==> src/design/lbpf_pkg.sv <==
// Shared types, constants and the blink pattern table for the LED pattern fader.
// Used by lbpf_div and led_blink_pattern_fader_top; depends on nothing else.
`default_nettype none

package lbpf_pkg;

   // Defaults for the top-level parameters.
   localparam int DUTY_FULL_DEF = 1023;
   localparam int FADE_INTERVAL_DEF = 10;

   // Fixed field widths.
   localparam int NOW_W = 32;
   localparam int DUR_W = 10;
   localparam int PAT_W = 3;
   localparam int PH_W = 2;
   localparam int LEN_W = 3;
   localparam int PWM_W = 10;
   localparam int DRIVE_W = 2;
   localparam int CSR_IDX_W = 1;
   localparam int CSR_DATA_W = 3;

   // Pattern codes.
   localparam logic [PAT_W-1:0] PAT_OFF = 3'd0;
   localparam logic [PAT_W-1:0] PAT_ON = 3'd1;
   localparam logic [PAT_W-1:0] PAT_BLINK = 3'd2;
   localparam logic [PAT_W-1:0] PAT_BLINK_ONE = 3'd3;
   localparam logic [PAT_W-1:0] PAT_BLINK_TWO = 3'd4;
   localparam logic [PAT_W-1:0] PAT_ERROR = 3'd5;

   // Drive write codes.
   localparam logic [DRIVE_W-1:0] DRIVE_NONE = 2'd0;
   localparam logic [DRIVE_W-1:0] DRIVE_LEVEL = 2'd1;
   localparam logic [DRIVE_W-1:0] DRIVE_PWM = 2'd2;

   // Configuration register indexes.
   localparam logic [CSR_IDX_W-1:0] CSR_PATTERN = 1'b0;
   localparam logic [CSR_IDX_W-1:0] CSR_SMOOTH = 1'b1;

   typedef struct packed {
      logic             on;
      logic [DUR_W-1:0] dur;
   } phase_type;

   typedef struct packed {
      logic busy;
      logic done;
   } div_stat_type;

   // Light level and duration of one phase of one pattern.
   function automatic phase_type pat_phase(logic [PAT_W-1:0] pat, logic [PH_W-1:0] ph);
      phase_type r;
      r.on = 1'b0;
      r.dur = '0;
      case (pat)
         PAT_ON: begin
            r.on = (ph == 2'd0);
         end
         PAT_BLINK: begin
            case (ph)
               2'd0: begin r.on = 1'b1; r.dur = 10'd500; end
               2'd1: begin r.on = 1'b0; r.dur = 10'd250; end
               default: begin r.on = 1'b0; r.dur = '0; end
            endcase
         end
         PAT_BLINK_ONE: begin
            case (ph)
               2'd0: begin r.on = 1'b1; r.dur = 10'd1000; end
               2'd1: begin r.on = 1'b0; r.dur = 10'd100; end
               2'd2: begin r.on = 1'b1; r.dur = 10'd100; end
               default: begin r.on = 1'b0; r.dur = '0; end
            endcase
         end
         PAT_BLINK_TWO: begin
            case (ph)
               2'd0: begin r.on = 1'b1; r.dur = 10'd1000; end
               2'd1: begin r.on = 1'b0; r.dur = 10'd100; end
               2'd2: begin r.on = 1'b1; r.dur = 10'd100; end
               default: begin r.on = 1'b0; r.dur = 10'd100; end
            endcase
         end
         PAT_ERROR: begin
            case (ph)
               2'd0: begin r.on = 1'b1; r.dur = 10'd100; end
               2'd1: begin r.on = 1'b0; r.dur = 10'd50; end
               2'd2: begin r.on = 1'b1; r.dur = 10'd100; end
               default: begin r.on = 1'b0; r.dur = 10'd50; end
            endcase
         end
         default: begin
            r.on = 1'b0;
            r.dur = '0;
         end
      endcase
      return r;
   endfunction

   // Number of phases in a pattern.
   function automatic logic [LEN_W-1:0] pat_len(logic [PAT_W-1:0] pat);
      logic [LEN_W-1:0] n;
      case (pat)
         PAT_BLINK: n = 3'd2;
         PAT_BLINK_ONE: n = 3'd3;
         PAT_BLINK_TWO: n = 3'd4;
         PAT_ERROR: n = 3'd4;
         default: n = 3'd1;
      endcase
      return n;
   endfunction

endpackage

`default_nettype wire

==> src/design/lbpf_div.sv <==
// Iterative restoring divider, one quotient bit per cycle, for the fade duty ramp.
// Depends on lbpf_pkg for the status struct.
`default_nettype none

module lbpf_div #(
   parameter int QW = 10,
   parameter int DVW = 10
) (
   input  wire                         clock,
   input  wire                         reset,
   input  wire                         start,
   input  wire  [DVW+QW-1:0]           dividend,
   input  wire  [DVW-1:0]              divisor,
   output lbpf_pkg::div_stat_type      stat,
   output logic [QW-1:0]               quotient
);

   localparam int CW = $clog2(QW + 1);

   logic [DVW-1:0] rem_ff, rem_in, dvsr_ff, dvsr_in;
   logic [QW-1:0]  dvd_ff, dvd_in, q_ff, q_in;
   logic [CW-1:0]  cnt_ff, cnt_in;
   logic           busy_ff, busy_in, done_ff, done_in;
   logic [DVW:0]   trial, diff;
   logic           fits;

   // The dividend is known to give a quotient below 2**QW, so its upper part
   // already sits below the divisor and seeds the remainder.
   always_comb begin
      trial = {rem_ff, dvd_ff[QW-1]};
      diff = trial - {1'b0, dvsr_ff};
      fits = (trial >= {1'b0, dvsr_ff});
      rem_in = rem_ff;
      dvd_in = dvd_ff;
      dvsr_in = dvsr_ff;
      q_in = q_ff;
      cnt_in = cnt_ff;
      busy_in = busy_ff;
      done_in = 1'b0;
      if (start) begin
         rem_in = dividend[DVW+QW-1:QW];
         dvd_in = dividend[QW-1:0];
         dvsr_in = divisor;
         q_in = '0;
         cnt_in = CW'(QW);
         busy_in = 1'b1;
      end else if (busy_ff) begin
         rem_in = fits ? diff[DVW-1:0] : trial[DVW-1:0];
         dvd_in = QW'({dvd_ff, 1'b0});
         q_in = QW'({q_ff, fits});
         cnt_in = cnt_ff - CW'(1);
         if (cnt_ff == CW'(1)) begin
            busy_in = 1'b0;
            done_in = 1'b1;
         end
      end
   end

   always_ff @(posedge clock) begin
      if (reset) begin
         busy_ff <= 1'b0;
         done_ff <= 1'b0;
         cnt_ff <= '0;
      end else begin
         busy_ff <= busy_in;
         done_ff <= done_in;
         cnt_ff <= cnt_in;
      end
   end

   always_ff @(posedge clock) begin
      rem_ff <= rem_in;
      dvd_ff <= dvd_in;
      dvsr_ff <= dvsr_in;
      q_ff <= q_in;
   end

   assign stat.busy = busy_ff;
   assign stat.done = done_ff;
   assign quotient = q_ff;

`ifndef SYNTHESIS
   a_rem_below_divisor: assert property (@(posedge clock) disable iff (reset)
      busy_ff |-> (rem_ff < dvsr_ff))
      else $error("divider remainder reached the divisor");
   a_no_restart_busy: assert property (@(posedge clock) disable iff (reset)
      start |-> !busy_ff)
      else $error("divider started while busy");
   a_done_after_last: assert property (@(posedge clock) disable iff (reset)
      !reset && busy_ff && !start && (cnt_ff == CW'(1)) |=> done_ff && !busy_ff)
      else $error("divider did not finish after its last step");
`endif

endmodule

`default_nettype wire

==> src/design/led_blink_pattern_fader_top.sv <==
// Top level of the LED blink pattern generator with linear PWM fades.
// Depends on lbpf_pkg and instantiates the iterative divider lbpf_div.
//
// Usage: each req transaction carries the current millisecond time in
// req_tdata. The block steps a fixed table of blink patterns and returns
// exactly one rsp transaction per request with the applied light level,
// the PWM duty written, the kind of drive write and the phase now in force.
// The csr port selects the pattern (index 0) and fade mode (index 1); any
// write restarts the pattern at its first phase and forces a level write
// on the next request. Write it only while no request is in flight.
// A level write, a saturated fade or a request without a fade update goes from
// acceptance straight to the output state. A fade update inside the ramp first
// passes through the multiply state and then the restoring divider, one quotient
// bit per cycle over clog2(DUTY_FULL+1) quotient bits, before the output state.
// One request is worked on at a time; req_tready is high only while the
// sequencer is idle. The response sits in an output register, so the next
// request is accepted even while rsp_tready holds the previous response
// back; the sequencer only waits for that register before delivering.
// Synchronous reset clears the pattern to off, fade mode off, the phase
// and time stamps to zero, and arms the forced first level write.
`default_nettype none

module led_blink_pattern_fader_top #(
   parameter int DUTY_FULL = lbpf_pkg::DUTY_FULL_DEF,
   parameter int FADE_INTERVAL_MS = lbpf_pkg::FADE_INTERVAL_DEF
) (
   input  wire                               clock,
   input  wire                               reset,
   // Request channel. tdata: now_ms[31:0].
   input  wire                               req_tvalid,
   output logic                              req_tready,
   input  wire  [lbpf_pkg::NOW_W-1:0]        req_tdata,
   // Response channel. tdata: led_level[0], pwm_duty[10:1], drive_write[12:11],
   // step_index[14:13], zero fill [15].
   output logic                              rsp_tvalid,
   input  wire                               rsp_tready,
   output logic [15:0]                       rsp_tdata,
   // Configuration write port.
   input  wire                               csr_we,
   input  wire  [lbpf_pkg::CSR_IDX_W-1:0]    csr_index,
   input  wire  [lbpf_pkg::CSR_DATA_W-1:0]   csr_wdata
);

   localparam int DW = $clog2(DUTY_FULL + 1);
   localparam int DUR_W = lbpf_pkg::DUR_W;
   localparam int PW = DUR_W + DW;
   localparam int NOW_W = lbpf_pkg::NOW_W;

   typedef enum logic [1:0] {
      S_IDLE,
      S_MUL,
      S_DIV,
      S_OUT
   } state_type;

   state_type                     state_ff, state_in;
   logic [lbpf_pkg::PAT_W-1:0]    pattern_ff, pattern_in;
   logic                          smooth_ff, smooth_in;
   logic [lbpf_pkg::PH_W-1:0]     phase_ff, phase_in;
   logic                          light_ff, light_in;
   logic                          restart_ff, restart_in;
   logic [NOW_W-1:0]              start_ms_ff, start_ms_in;
   logic [NOW_W-1:0]              fupd_ms_ff, fupd_ms_in;
   logic [DUR_W-1:0]              e_ff, e_in;
   logic [DUR_W-1:0]              dur_ff, dur_in;
   logic [DW-1:0]                 res_duty_ff, res_duty_in;
   logic [lbpf_pkg::DRIVE_W-1:0]  res_drive_ff, res_drive_in;
   logic                          rsp_valid_ff, rsp_valid_in;
   logic                          out_level_ff, out_level_in;
   logic [DW-1:0]                 out_duty_ff, out_duty_in;
   logic [lbpf_pkg::DRIVE_W-1:0]  out_drive_ff, out_drive_in;
   logic [lbpf_pkg::PH_W-1:0]     out_step_ff, out_step_in;

   logic                          accept;
   logic [lbpf_pkg::PAT_W-1:0]    pat_eff;
   lbpf_pkg::phase_type           cur;
   logic [NOW_W-1:0]              since_fupd, since_start, elapsed;
   logic                          fade_due;
   logic [lbpf_pkg::LEN_W-1:0]    next_ph;
   logic                          div_start;
   logic [PW-1:0]                 product;
   lbpf_pkg::div_stat_type        div_stat;
   logic [DW-1:0]                 quotient;
   logic [DW+lbpf_pkg::PWM_W-1:0] duty_wide;

   assign req_tready = (state_ff == S_IDLE);
   assign accept = req_tvalid && req_tready;

   // Unused pattern codes fall back to the off pattern.
   assign pat_eff = (pattern_ff <= lbpf_pkg::PAT_ERROR) ? pattern_ff : lbpf_pkg::PAT_OFF;
   assign cur = lbpf_pkg::pat_phase(pat_eff, phase_ff);
   assign since_fupd = req_tdata - fupd_ms_ff;
   assign since_start = req_tdata - start_ms_ff;
   // Time at the previous duty write, measured from the phase start.
   assign elapsed = fupd_ms_ff - start_ms_ff;
   assign fade_due = (cur.dur != '0) && smooth_ff && (since_fupd > NOW_W'(FADE_INTERVAL_MS));
   assign next_ph = {1'b0, phase_ff} + lbpf_pkg::LEN_W'(1);

   // The ramp only reaches the divider when the elapsed time is below the
   // duration, so it fits the duration width and the quotient fits DW bits.
   assign div_start = (state_ff == S_MUL);
   assign product = PW'(e_ff) * PW'(DUTY_FULL);

   lbpf_div #(
      .QW (DW),
      .DVW(DUR_W)
   ) u_div (
      .clock   (clock),
      .reset   (reset),
      .start   (div_start),
      .dividend(product),
      .divisor (dur_ff),
      .stat    (div_stat),
      .quotient(quotient)
   );

   always_comb begin
      state_in = state_ff;
      pattern_in = pattern_ff;
      smooth_in = smooth_ff;
      phase_in = phase_ff;
      light_in = light_ff;
      restart_in = restart_ff;
      start_ms_in = start_ms_ff;
      fupd_ms_in = fupd_ms_ff;
      e_in = e_ff;
      dur_in = dur_ff;
      res_duty_in = res_duty_ff;
      res_drive_in = res_drive_ff;
      rsp_valid_in = rsp_valid_ff && !rsp_tready;
      out_level_in = out_level_ff;
      out_duty_in = out_duty_ff;
      out_drive_in = out_drive_ff;
      out_step_in = out_step_ff;

      case (state_ff)
         S_IDLE: begin
            if (accept) begin
               state_in = S_OUT;
               if (restart_ff || (light_ff != cur.on)) begin
                  // Level change or forced write: apply it and restart both time stamps.
                  light_in = cur.on;
                  start_ms_in = req_tdata;
                  fupd_ms_in = req_tdata;
                  restart_in = 1'b0;
                  res_drive_in = smooth_ff ? lbpf_pkg::DRIVE_PWM : lbpf_pkg::DRIVE_LEVEL;
                  res_duty_in = (smooth_ff && !cur.on) ? DW'(DUTY_FULL) : '0;
               end else begin
                  res_drive_in = lbpf_pkg::DRIVE_NONE;
                  res_duty_in = '0;
                  if (fade_due) begin
                     fupd_ms_in = req_tdata;
                     res_drive_in = lbpf_pkg::DRIVE_PWM;
                     if (elapsed >= NOW_W'(cur.dur)) begin
                        // Ramp saturated; an off phase inverts it to zero.
                        res_duty_in = cur.on ? DW'(DUTY_FULL) : '0;
                     end else begin
                        e_in = elapsed[DUR_W-1:0];
                        dur_in = cur.dur;
                        state_in = S_MUL;
                     end
                  end
                  if (since_start >= NOW_W'(cur.dur)) begin
                     phase_in = (next_ph < lbpf_pkg::pat_len(pat_eff)) ?
                                next_ph[lbpf_pkg::PH_W-1:0] : '0;
                  end
               end
            end
         end
         S_MUL: begin
            state_in = S_DIV;
         end
         S_DIV: begin
            if (div_stat.done) begin
               res_duty_in = light_ff ? quotient : (DW'(DUTY_FULL) - quotient);
               state_in = S_OUT;
            end
         end
         S_OUT: begin
            if (!rsp_valid_ff || rsp_tready) begin
               rsp_valid_in = 1'b1;
               out_level_in = light_ff;
               out_duty_in = res_duty_ff;
               out_drive_in = res_drive_ff;
               out_step_in = phase_ff;
               state_in = S_IDLE;
            end
         end
         default: begin
            state_in = S_IDLE;
         end
      endcase

      // Configuration writes restart the pattern.
      if (csr_we) begin
         case (csr_index)
            lbpf_pkg::CSR_PATTERN: pattern_in = csr_wdata;
            lbpf_pkg::CSR_SMOOTH: smooth_in = csr_wdata[0];
            default: pattern_in = pattern_ff;
         endcase
         phase_in = '0;
         restart_in = 1'b1;
      end
   end

   always_ff @(posedge clock) begin
      if (reset) begin
         state_ff <= S_IDLE;
         pattern_ff <= lbpf_pkg::PAT_OFF;
         smooth_ff <= 1'b0;
         phase_ff <= '0;
         light_ff <= 1'b0;
         restart_ff <= 1'b1;
         start_ms_ff <= '0;
         fupd_ms_ff <= '0;
         rsp_valid_ff <= 1'b0;
      end else begin
         state_ff <= state_in;
         pattern_ff <= pattern_in;
         smooth_ff <= smooth_in;
         phase_ff <= phase_in;
         light_ff <= light_in;
         restart_ff <= restart_in;
         start_ms_ff <= start_ms_in;
         fupd_ms_ff <= fupd_ms_in;
         rsp_valid_ff <= rsp_valid_in;
      end
      e_ff <= e_in;
      dur_ff <= dur_in;
      res_duty_ff <= res_duty_in;
      res_drive_ff <= res_drive_in;
      out_level_ff <= out_level_in;
      out_duty_ff <= out_duty_in;
      out_drive_ff <= out_drive_in;
      out_step_ff <= out_step_in;
   end

   // The duty port carries the low ten bits of the duty.
   assign duty_wide = {{lbpf_pkg::PWM_W{1'b0}}, out_duty_ff};
   assign rsp_tvalid = rsp_valid_ff;
   assign rsp_tdata = {1'b0, out_step_ff, out_drive_ff, duty_wide[lbpf_pkg::PWM_W-1:0],
                       out_level_ff};

`ifndef SYNTHESIS
   a_busy_not_ready: assert property (@(posedge clock) disable iff (reset)
      div_stat.busy |-> !req_tready)
      else $error("request accepted while the divider is busy");
   a_cfg_restarts: assert property (@(posedge clock) disable iff (reset)
      !reset && csr_we |=> restart_ff && (phase_ff == '0))
      else $error("configuration write did not restart the pattern");
   a_restart_clears: assert property (@(posedge clock) disable iff (reset)
      !reset && accept && restart_ff && !csr_we |=> !restart_ff)
      else $error("forced level write not consumed");
   a_div_in_div_state: assert property (@(posedge clock) disable iff (reset)
      div_stat.done |-> (state_ff == S_DIV))
      else $error("divider finished outside the divide state");
`endif

endmodule

`default_nettype wire

==> config.mk <==
export PLATFORM = sky130hd
export DESIGN_NAME = led_blink_pattern_fader_top
export DESIGN_NICKNAME = d
export VERILOG_FILES = /design/src/design/lbpf_pkg.sv /design/src/design/lbpf_div.sv /design/src/design/led_blink_pattern_fader_top.sv
export SDC_FILE = /design/constraint.sdc
export NUM_CORES = 1
export LEC_CHECK = 0
export BUFFER_PORTS_ARGS = -buffer_cell sky130_fd_sc_hd__buf_2
export CAP_MARGIN = 0
export CORE_ASPECT_RATIO = 1.75
export CORE_MARGIN = 8
export CORE_UTILIZATION = 40
export DETAILED_ROUTE_END_ITERATION = 16
export GPL_TIMING_DRIVEN = 0
export PLACE_DENSITY = 0.66
export SETUP_SLACK_MARGIN = 0.15
export SKIP_CTS_REPAIR_TIMING = 1
export SLEW_MARGIN = 0
export SYNTH_ARGS = -nofsm -noshare
export SYNTH_HDL_FRONTEND = slang
export SYNTH_SLANG_ARGS = --single-unit
==> constraint.sdc <==
create_clock -name clock -period 12.8 [get_ports clock]
set_clock_uncertainty 0.2 [all_clocks]
set_input_delay 2.56 -clock clock [delete_from_list [all_inputs] [get_ports clock]]
set_output_delay 2.56 -clock clock [all_outputs]
set_load 0.02 [all_outputs]
==> metrics.yaml <==
run_status: "complete, no violations"
placed_area_sq_um: 17060
power_frac_comb_pct: 58.4
viasPerCell: 5.655
ys_ff_latch: 166
grt_pass1_vias: 14670
period_minus_slack_ps: 7551
routed_wl_um: 48240
peakVddDrop_uv: 116.3
min_delay_path_depth: 0
reg2reg_depth: 21
pwr-share-clk_pct: 16.8
die_w_um: 167.9
min-delay-start: "dur_ff[3]$_DFFE_PP_"
synthArstFlopShare_pct: 0
final_hold_viol_count: 0
setup_viol: 0
ys.flop_type: "dfxtp_1"
synthCells: 1922
synth_area_sq_um: 16140
route.detailed.drc: 0
grt.total_usage_pct: 20.43
fin_tns_setup_ps: 0
final_common_cell: "inv_1"
rsz0062_at_grt: "no"
path_clk_slew_ps: 70
finalInstanceArea_sq_um: 17690
r2r_slack_ps: 6980
dr.first_iter.drc_count: 641
syn-num-nets: 2197
ant_nets: 0
r2r_end: "e_ff[3]$_DFFE_PP_"
worstSetupEndpointType: "flop"
synthTopCellsByArea: "ha_1, edfxtp_1, dfxtp_1, fa_1, a21oi_1"
yosysWarnings: 0
hpwlAfterDp_um: 40300
port_buffers: 56
grt-ovfl-total: 0
yosys.cell_types.count: 87
clk_latency_ps: 470
hold_end: "u_div.dvsr_ff[3]$_DFFE_PP_"
place_congestion: 0.9396
cp_max_fo: 3
firstDrtPassIters: 6
ys_seq_area_share_pct: 25.23
drv_cap: 0
cts_tree: "yes"
stdcell_count: 2509
core_area_sq_um: 39930
grt_pass1_wl_um: 76150
leakagePower_uw: 0.007524
synth-edff-count: 75
rows: 97
critPathKind: "in2reg"
cp_data_arrival_time_ps: 7740
synthToLayoutAreaGrowth_pct: 9.603
initial_core_util_pct: 40.43
route.vias.total: 14190
p_sw_share_pct: 46.29
placed_cells: 2474
die_h_um: 281.8
mostFrequentLayoutCells: "inv_1, ha_1, nand2_1, a21oi_1, nor2_1"
clock_sinks: 166
antenna_found_initial: 3
tightest_slew_ps: 1069
dieArea_sq_um: 47300
grt_max_degree: 21
slew_headroom_pct: 28.15
synth_top_area_cell: "ha_1"
r2r_start: "start_ms_ff[1]$_SDFFE_PP0P_"
cp-start-kind: "primary input"
p_seq_share_pct: 24.8
period_share_pct: 58.99
net-switching-power_uw: 1506
slew_violations: 0
clock.fmax_ghz: 0.1324
htree_levels: 4
power_density_nw_per_um2: 183.9
avgSynthCellArea_sq_um: 8.400
wl_per_cell_um: 19.22
ctsRootBufferMaster: "clkbuf_16"
critPathRequiredTime_ps: 12990
synth_top_area_share_pct: 14.26
fin_nets: 2273
io_pins: 59
p_int_uw: 1748
hold_class: "reg2reg"
drive_gt1_share_pct: 7.011
clock_path_buffers: 2
cts_made_buffers: 17
Yosys cell counts (all sizes together) (13+ instances only):
master / instances
or3: 15
nor2b: 18
o21a: 20
a31oi: 17
o21bai: 14
a21oi: 167
and2: 14
and3: 21
nand3: 38
xnor2: 59
nand2: 178
fa: 50
nand2b: 81
inv: 208
nor4: 15
nor2: 115
mux2: 13
o21ai: 76
o211ai: 13
a211oi: 29
ha: 184
edfxtp: 75
dfxtp: 91
nand4: 26
mux2i: 53
nor3: 47
xor2: 23
a21o: 47
clkbuf: 45
buf: 21
kinds of logic after synthesis:
kind of cell | Yosys count | share of synthesized area (%)
other | 1 | 0.02323
XOR/XNOR | 82 | 4.449
AO/OA/AOI/OAI | 491 | 19.97
multiplexers | 66 | 4.193
adder cells (fa/ha/maj) | 234 | 20.46
flip-flops | 166 | 25.23
buffers and inverters | 275 | 6.890
AND/OR/NAND/NOR | 607 | 18.78
state kept, by name, indices dropped and copies added (netlist names), 2 cells and up:
name,flops
state_ff,2
dur_ff,9
e_ff,10
u_div.cnt_ff,4
u_div.dvd_ff,10
u_div.rem_ff,10
out_step_ff,2
res_duty_ff,10
out_duty_ff,10
out_drive_ff,2
pattern_ff,3
start_ms_ff,32
fupd_ms_ff,32
u_div.dvsr_ff,9
u_div.quotient,10
res_drive_ff,2
phase_ff,2
metal layers:
metal / part of all wire, % / vias to the layer above / track usage [%]
li1: - / 6995 / -
met2: 54 / 315 / 40.22
met1: 36 / 6722 / 18.81
met4: 7.5 / 0 / 15.40
met3: 2.6 / 157 / 2.383
met5: 0 / - / 0
how the worst max path moves through the flow:
stage / slack [ps] / startpoint / end / cells after the start
3_5_place_dp: 4860 / req_tdata[0] / phase_ff[1]$_SDFFE_PP0P_ / 21
3_3_place_gp: 4070 / req_tdata[0] / e_ff[0]$_DFFE_PP_ / 16
4_1_cts: 5350 / req_tdata[0] / phase_ff[1]$_SDFFE_PP0P_ / 21
5_1_grt: 5000 / req_tdata[0] / phase_ff[0]$_SDFFE_PP0P_ / 21
2_1_floorplan: 5720 / req_tdata[0] / dur_ff[1]$_DFFE_PP_ / 15
6_report: 5250 / req_tdata[0] / phase_ff[1]$_SDFFE_PP0P_ / 21
area by class of cell:
class / instances / area (sq um)
clock inverters: 15 / 198.9
diodes: 3 / 7.507
inverters: 209 / 784.5
well taps: 495 / 619.3
fillers: 3908 / 22240
plain buffers: 66 / 327.8
clock buffers: 17 / 425.4
flip-flops and latches: 166 / 4074
multi-input cells: 1481 / 10970
repair buffers: 57 / 291.5
power by group through the flow:
stage	sequential [uW]	combinational, uW	clock, uW
finish	807	1900	547
global route	821	2090	577
CTS	808	1880	558
detailed placement	820	1870	0
global placement	814	1830	0
floorplan	804	1390	0
critical path, stage by stage:
cell and delay [ps]:
buf_2 110, inv_1 170, ha_1 200, inv_1 50, fa_1 420, a211oi_1 370, o21a_1 190, nor2_1 60
a21o_1 190, a21oi_1 170, xnor2_1 140, ha_1 260, and3_1 170, and3_1 280, or4_1 680, nor4_1 310
nand4_1 280, nor4_1 250, nand4_1 180, o311ai_2 450, mux2i_1 240
through the flow:
stage | hold WS (ps) | total power [uW] | utilization (%) | worst slack, ps
2_1_floorplan | 200.3 | 2190 | - | 5719
3_3_place_gp | 205.8 | 2647 | 42.68 | 4074
3_5_place_dp | 204.5 | 2687 | 42.73 | 4861
4_1_cts | 219.7 | 3246 | 44.29 | 5345
5_1_grt | 223.3 | 3486 | 44.31 | 4997
6_report | 220.8 | 3254 | 44.31 | 5249
Power figures use the tool's default switching activity.
